**config.mk**
```make
export PLATFORM = sky130hd
export DESIGN_NAME = drrip_ctrl
export DESIGN_NICKNAME = d
export VERILOG_FILES = /design/src/rtl/drrip_pkg.sv /design/src/rtl/drrip_ctrl.sv
export SDC_FILE = /design/constraint.sdc
export NUM_CORES = 1
export LEC_CHECK = 0
export BUFFER_PORTS_ARGS = -buffer_cell sky130_fd_sc_hd__buf_2
export CAP_MARGIN = 10
export CORE_AREA = 5 5 42 44
export DETAILED_ROUTE_END_ITERATION = 6
export DIE_AREA = 0 0 47 49
export PLACE_DENSITY = 0.36
export SLEW_MARGIN = 10
export SYNTH_ARGS = -nofsm -noshare
export SYNTH_HDL_FRONTEND = slang
export SYNTH_SLANG_ARGS = --single-unit
```
**constraint.sdc**
```tcl
create_clock -name clk -period 1.7 [get_ports clk]
set_input_delay 0.34 -clock clk [delete_from_list [all_inputs] [get_ports clk]]
set_output_delay 0.34 -clock clk [all_outputs]
set_load 0.02 [all_outputs]
```
**src/rtl/drrip_pkg.sv**
```systemverilog
package drrip_pkg;

  localparam int NUM_SETS     = 2048;
  localparam int NUM_WAYS     = 16;
  localparam int DUEL_PERIOD  = 32;
  localparam int COUNTER_BITS = 10;

  localparam int SET_W   = $clog2(NUM_SETS);
  localparam int WAY_W   = 4;
  localparam int MASK_W  = 16;
  localparam int DRAW_W  = 5;
  localparam int RR_W    = 2;
  localparam int ROW_W   = RR_W * NUM_WAYS;
  localparam int PHASE_W = $clog2(DUEL_PERIOD);

  localparam logic [RR_W-1:0] RR_MAX  = 2'd3;
  localparam logic [RR_W-1:0] RR_LONG = 2'd2;
  localparam logic [RR_W-1:0] RR_HOT  = 2'd0;

  localparam logic [COUNTER_BITS-1:0] CTR_MAX = {COUNTER_BITS{1'b1}};
  localparam logic [COUNTER_BITS-1:0] CTR_MID = CTR_MAX >> 1;

  localparam logic [PHASE_W-1:0] PHASE_SRRIP = PHASE_W'(0);
  localparam logic [PHASE_W-1:0] PHASE_BRRIP = PHASE_W'(1);

  localparam logic OP_VICTIM = 1'b0;
  localparam logic OP_UPDATE = 1'b1;

  typedef struct packed {
    logic capture;
    logic clr_step;
    logic exec;
  } drrip_cmd_t;

  typedef struct packed {
    logic clr_last;
    logic out_hold;
  } drrip_sts_t;

endpackage

```
**src/rtl/drrip_ctrl.sv**
```systemverilog
module drrip_ctrl
  import drrip_pkg::*;
(
  input  logic       clk,
  input  logic       rst_n,
  input  logic       in_valid,
  output logic       in_ready,
  input  drrip_sts_t sts,
  output drrip_cmd_t cmd
);

  typedef enum logic [3:0] {
    S_CLEAR = 4'b0001,
    S_IDLE  = 4'b0010,
    S_READ  = 4'b0100,
    S_EXEC  = 4'b1000
  } state_t;

  state_t state_r, state_nxt;

  always_ff @(posedge clk) begin
    if (!rst_n) begin
      state_r <= S_CLEAR;
    end else begin
      state_r <= state_nxt;
    end
  end

  always_comb begin
    state_nxt    = state_r;
    cmd.capture  = 1'b0;
    cmd.clr_step = 1'b0;
    cmd.exec     = 1'b0;
    unique case (state_r)
      S_CLEAR: begin
        cmd.clr_step = 1'b1;
        if (sts.clr_last) begin
          state_nxt = S_IDLE;
        end
      end
      S_IDLE: begin
        if (in_valid) begin
          cmd.capture = 1'b1;
          state_nxt   = S_READ;
        end
      end
      S_READ: begin
        state_nxt = S_EXEC;
      end
      S_EXEC: begin
        // wait while the previous result is still unclaimed
        if (!sts.out_hold) begin
          cmd.exec  = 1'b1;
          state_nxt = S_IDLE;
        end
      end
      default: begin
        state_nxt = S_CLEAR;
      end
    endcase
  end

  assign in_ready = (state_r == S_IDLE);

endmodule

```
# ---- Yosys cells after proc, flatten, opt, wreduce, memory -nomap -nowiden
# Index checks and enable logic that the tools add are counted.
dict set report op_classes {
  n_eq_ne 7
  n_bitwise 0
  div 0
  order_cmp 0
  muxes 9
  shift 0
  reduce_logical 1
  mul 0
  add_sub_neg 0
}
# operator n
set ops {}
lappend ops {{4-bit one-hot mux with 4 select lines} 1}
lappend ops {{4-bit two-way mux} 3}
lappend ops {{2-bit inequality test (second input constant)} 3}
lappend ops {{1-bit two-way mux} 5}
lappend ops {{4-bit by 1-bit == test with 1-bit output (second input constant)} 1}
lappend ops {{4-bit by 2-bit == test with 1-bit output (second input constant)} 1}
lappend ops {{4-bit by 3-bit == test with 1-bit output (second input constant)} 1}
lappend ops {{4-bit == test (second input constant)} 1}
lappend ops {{3-bit AND reduction} 1}
dict set report word_totals {
  output_inout_bits 4
  in_bits 5
  mem_bits_ro 0
  reg_bits 4
  n_memories 0
  latch_bits 0
  ram_bits 0
}

# ---- Depth between registers and ports, before layout
# Gate-level depths: netlist of the first run.
dict set report logic_depth {
  ltp_word 3
  depth_mapped 4
  depth_no_buf 3
}

# ---- Least setup slack after synthesis of the first run
# Ideal clock, no wire load.
dict set report synth_path {
  path_kind {reg-to-output}
  start {register state_r[2]}
  end {output cmd[2] in the netlist's numbering}
  arrival_ns 1.649
  path_buffers 1
  path_stages_with_launch 4
  required_ns 1.360
  path_slack_ns -0.289
  path_cell_list {dfxtp_1 > buf_2 > nor4b_1 > and2_1}
}
# item line_no
set synth_rtl {}
lappend synth_rtl {{from (decl)} drrip_ctrl.sv:19} ;# state_t state_r, state_nxt;
lappend synth_rtl {{from (signal assigned)} drrip_ctrl.sv:25} ;# state_r <= state_nxt;
lappend synth_rtl {{to (decl)} drrip_ctrl.sv:9} ;# output drrip_cmd_t cmd

==> qor.txt, run 1 <==
gr ovfl total: 0
period utilization: 0.952
GRT Overall Usage: 0.0611
register area share after synthesis: 0.317
syn avg cell area: 9.72 um^2
Synth Cell Area: 253 um^2
layout cells sized above 1: 0.429
Core Region: 1400 um^2
height of the die: 49 um
total vias in the final route: 232
outcome: finished clean
commonest non-fill, non-tap cell in the layout: buf_2
CP arrival: 1.28 ns
max FFs per register: 4
Fmax: 618 MHz
DRT antenna net count: 0
Row Count: 14
Crit Path Max Fanout: 8
YS warnings: 0
synthesized flop and latch total: 4
Worst slew margin: 0.745
Design Area, Final: 334 um^2
initial core utilization: 0.180
Synth cell types: 19
DRT iter0 DRCs: 5
I/O pin cnt: 9
commonest non-fill, non-tap cells in the layout: buf_2 (8), dfxtp_1 (4), clkbuf_4 (3)
Post-Layout Cell Count: 51
largest register by flop count: state_r
Residual DRC: 0
Worst Path Class, Setup: reg -> out
Multi-input gate area: 168 um^2
WL final: 644 um
critical path required time: 1.36 ns
ant diodes: 0
deepest clock path buffer count: 2
leading registers by flop count: state_r x4
Power Dens Cells: 796 nW/um^2
Max Cap Viol: 0
DR WL/cell: 12.6 um
Initial DRT Pass Iterations: 2
die area: 2300 um^2
Setup Viol. Count Final: 0
Cell Area, Placed: 303 um^2
DIE WIDTH: 47 um
VDD IR-drop max: 0.000352 V
hold_ws: 0.326 ns
CTS root buf: clkbuf_4
R2R cell count: 3
Placer Congestion: 0.632
hold depth: 2
maximum level of the CTS H-tree: 1
min cycle time layout: 1.62 ns
FF/Latch Area: 80.1 um^2
fill cell count: 168
CTS tree: done
clock sink total: 4
Worst Hold Class: in -> reg
worst skew pair latency: 0.23 ns
dpl cells: 48
Pins Over Slew Limit: 0
Final nets: 42
synth-to-layout area growth: 32.2%
measured slew at the worst slew-check pin: 0.382 ns
CP Launch Type: flop
syn_nets: 31
vias in the first global route: 239
Mapped Cells: 26
count of input and output buffers: 8
CTS Buf Count: 3
clk_skew: 0.00606 ns
first-pass GRT wire length: 993 um
CTS Hold Buffers Added: 0
Critical Path End Type: primary output
antenna violations before repair: 0
register clock-pin slew on the reported worst setup and hold paths: 0.04 ns
post-DR vias/cell: 4.55
Fin. Hold Viols: 0
leakage: 0.138 nW
largest net degree at the start of global routing: 12
[cell type report]
cell class,count,share of cell area
clock buffer,3,0.0674
timing repair buffer,8,0.120
tap,16,0.0599
multi-input combinational,19,0.502
sequential,4,0.240
inverter,1,0.0112
[metal layers]
layer / vias to the layer above / wire [um] / GRT usage
met5: - / 0 / 0
met4: 0 / 0 / 0.0138
met3: 0 / 38 / 0.0590
met2: 6 / 292 / 0.0814
met1: 106 / 313 / 0.0699
li1: 120 / - / -
[worst max-delay path: stages, from the launching register on]
cell	delay (ns)
dfxtp_1	0.45
nor4b_4	0.28
and2_1	0.15
buf_2	0.15
[logic make-up (layout without fill, tap and decap cells)]
kind of cell,after synthesis,after routing,synth area share
simple gates,14,14,0.465
compound gates,5,5,0.139
buf+inv,3,12,0.0792
flops,4,4,0.317
[worst paths after layout]
kind | from | end | slack [ns]
setup / recovery | state_r[1]$_SDFFE_PN0P_ | cmd[2] | 0.08
hold / removal | rst_n | state_r[0]$_SDFFE_PN1P_ | 0.33
setup reg to reg | state_r[0]$_SDFFE_PN1P_ | state_r[1]$_SDFFE_PN0P_ | 0.30
hold reg to reg | state_r[1]$_SDFFE_PN0P_ | state_r[3]$_SDFFE_PN0P_ | 0.60
[metrics by stage]
stage               worst slack [ns]    TNS, ns  total power [mW]  utilization
floorplan                     0.0524          0             0.138            -
global placement               0.302          0             0.149        0.216
detailed placement             0.285          0             0.149        0.216
finish                        0.0812          0             0.266        0.238
CTS                           0.0309          0             0.270        0.232
global route               -0.000988  -0.000988             0.287        0.238
[cell usage after synthesis]
library cell  count  area share
o311a_1           2       0.079
nor4b_1           3        0.10
dfxtp_1           4        0.32
and2_1            1       0.025
and3b_1           1       0.035
nor3_1            1       0.020
or4b_1            1       0.040
and3_1            1       0.025
a21oi_1           1       0.020
inv_1             1       0.015
buf_6             1       0.045
or4bb_1           1       0.045
and3b_2           1       0.040
nor3b_2           1       0.049
buf_2             1       0.020
and2b_2           1       0.035
nor4_1            1       0.025
nand2b_1          1       0.025
o21ai_0           2       0.040
[report_power, final]
| part | switching [mW] | internal [mW] |
|---|---|---|
| Clock | 0.0378 | 0.0789 |
| Sequential | 0.0115 | 0.0988 |
| Combinational | 0.0165 | 0.0225 |
| Total | 0.0657 | 0.200 |
[timing repair]
action / 4_1_cts / 5_1_grt
resized for setup: 0 / 1
buffers inserted: 0 / 0
setup endpoints to repair: 0 / 1
No activity file was read; power rests on OpenSTA's default activity.
==> run 2: changes to the inputs <==
--- a/config.mk
+++ b/config.mk
@@ -10,7 +10,10 @@
 export CORE_AREA = 5 5 42 44
 export DETAILED_ROUTE_END_ITERATION = 6
 export DIE_AREA = 0 0 47 49
+export GPL_ROUTABILITY_DRIVEN = 0
+export HOLD_SLACK_MARGIN = 0.06
 export PLACE_DENSITY = 0.36
+export REMOVE_ABC_BUFFERS = 1
 export SLEW_MARGIN = 10
 export SYNTH_ARGS = -nofsm -noshare
 export SYNTH_HDL_FRONTEND = slang
==> run 2 against run 1 <==
Effect of this change:
- final cell count unchanged
- combinational power about the same
- first-iteration DRC count decreased by 100%
- clock power decreased by 6%
- via count increased by 3.0%
- non-clock buffer count unchanged
==> qor.txt, run 2 (same netlist as run 1, synthesis figures left out) <==
CP arrival: 1.26 ns (-0.02 ns)
overall power: 0.259 mW (-2.6%)
ant diodes: 0 (unchanged)
Final nets: 42 (unchanged)
Finished Core Util: 0.240 (+0.00179)
Fmax: 626 MHz (+1.3%)
count of input and output buffers: 8 (unchanged)
layout cells sized above 1: 0.486 (+0.0571)
synth-to-layout area growth: 33.2%
combinational share of power: 0.151 (+0.004)
DIE WIDTH: 47 um (unchanged)
clk_skew: 0.00291 ns (-0.00316 ns)
Switching Fraction: 0.227 (-0.0206)
R2R Setup Slk: 0.38 ns (+0.08 ns)
CTS Hold Buffers Added: 0 (unchanged)
Critical Path End Type: primary output
post-DR vias/cell: 4.69 (+3.0%)
Row Count: 14 (unchanged)
crit path to: cmd[2]
detailed placement HPWL: 450 um
worst setup slack after layout: 0.102 ns (+0.0213 ns)
commonest non-fill, non-tap cells in the layout: buf_2 (8), clkbuf_4 (3)
hold_ws: 0.333 ns (+0.00705 ns)
DRT iter0 DRCs: 0 (-5)
Residual DRC: 0 (unchanged)
Setup crit start: state_r[2]$_SDFFE_PN0P_
Seq pwr share: 0.426 (+0.011)
unrepaired setup endpoints after global routing: no
GRT Overall Usage: 0.0662 (+0.00501)
largest net degree at the start of global routing: 12 (unchanged)
critical path required time: 1.36 ns (about the same)
Pins Over Slew Limit: 0 (unchanged)
deepest clock path buffer count: 2 (unchanged)
Design Area, Final: 337 um^2 (+0.75%)
Setup Viol. Count Final: 0 (unchanged)
CTS root buf: clkbuf_4
register clock-pin slew on the reported worst setup and hold paths: 0.03 ns (about the same)
DRT antenna net count: 0 (unchanged)
die area: 2300 um^2 (unchanged)
max FFs per register: 4 (unchanged)
I/O pin cnt: 9 (unchanged)
Core Region: 1400 um^2 (unchanged)
gr ovfl total: 0 (unchanged)
first-pass GRT wire length: 1.08 mm (+9.1%)
Max Cap Viol: 0 (unchanged)
height of the die: 49 um (unchanged)
WL final: 589 um (-8.5%)
clock sink total: 4 (unchanged)
Clock Power Share: 0.423 (-0.016)
outcome: finished clean
Post-Layout Cell Count: 51 (unchanged)
sw power: 0.0587 mW (-11%)
maximum level of the CTS H-tree: 1 (unchanged)
Fin. Hold Viols: 0 (unchanged)
Initial DRT Pass Iterations: 1 (-1)
vias in the first global route: 244 (+2.1%)
Cell Area, Placed: 297 um^2 (-2.1%)
Crit Path Max Fanout: 10 (+2)
antenna violations before repair: 0 (unchanged)
hold depth: 2 (unchanged)
Setup TNS: 0 ns (unchanged)
CTS Buf Count: 3 (unchanged)
leading registers by flop count: state_r x4
worst skew pair latency: 0.23 ns (about the same)
Power Internal: 0.200 mW (about the same)
Worst slew margin: 0.754 (+0.00950)
CP Launch Type: flop
Power Dens Cells: 770 nW/um^2 (-3.3%)
leakage: 0.138 nW (+0.17%)
Worst Hold Class: in -> reg
commonest non-fill, non-tap cell in the layout: buf_2
reg2reg end: state_r[0]$_SDFFE_PN1P_
VDD IR-drop max: 0.000319 V (-9.2%)
Worst Path Class, Setup: reg -> out
FF-to-FF Start: state_r[2]$_SDFFE_PN0P_
initial core utilization: 0.180 (unchanged)
R2R cell count: 3 (unchanged)
measured slew at the worst slew-check pin: 0.368 ns (-0.0142 ns)
pre-CTS setup slack: 0.230 ns (-0.0545 ns)
DR WL/cell: 11.5 um (-8.5%)
period utilization: 0.940 (-0.0125)
dpl cells: 48 (unchanged)
total vias in the final route: 239 (+3.0%)
CTS tree: done
largest register by flop count: state_r
min cycle time layout: 1.60 ns (-0.0213 ns)
==> run 2: cell count changes in the layout (fill, tap and decap cells not counted) <==
cell / change
dfxtp_1: -2
dfxtp_2: +2
==> run 2: worst min-delay path by stage <==
stage	start	to	slack (ns)
after floorplan	rst_n	state_r[0]$_SDFFE_PN1P_	0.42
after global placement	state_r[1]$_SDFFE_PN0P_	state_r[3]$_SDFFE_PN0P_	0.55
after detailed placement	state_r[1]$_SDFFE_PN0P_	state_r[3]$_SDFFE_PN0P_	0.56
after CTS	rst_n	state_r[0]$_SDFFE_PN1P_	0.33
after global routing	rst_n	state_r[0]$_SDFFE_PN1P_	0.34
final	rst_n	state_r[0]$_SDFFE_PN1P_	0.33
==> run 2: layout make-up <==
class | count | area [um^2]
fill | 170 | 1060
tap | 16 | 20.0
clock buffer | 3 | 22.5
inverter | 1 | 3.75
multi-input combinational | 19 | 168
sequential | 4 | 82.6
timing repair buffer | 8 | 40.0
==> run 2: layer usage <==
layer,routed length (um),vias to the layer above,track usage
met2,270,5,0.0814
met1,272,111,0.0811
met4,8,0,0.0553
met3,37,2,0.0332
li1,-,121,-
met5,0,-,0
==> run 2: critical path, cell delays in order (launching register included) <==
cell	delay (ns)
dfxtp_1	0.40
nor4b_4	0.32
and2_1	0.16
buf_2	0.15
==> run 2: timing repair <==
action | in CTS | in global routing
buffers inserted | 0 | 0
endpoints found under the setup margin | 1 | 1
gates resized for setup | 1 | 3
==> run 2: power by group through the flow <==
| stage | logic, mW | clock network [mW] | registers [mW] |
|---|---|---|---|
| after floorplan | 0.0256 | 0 | 0.107 |
| after global placement | 0.0381 | 0 | 0.109 |
| after detailed placement | 0.0381 | 0 | 0.109 |
| after CTS | 0.0389 | 0.117 | 0.108 |
| after global routing | 0.0433 | 0.126 | 0.112 |
| final | 0.0391 | 0.110 | 0.110 |
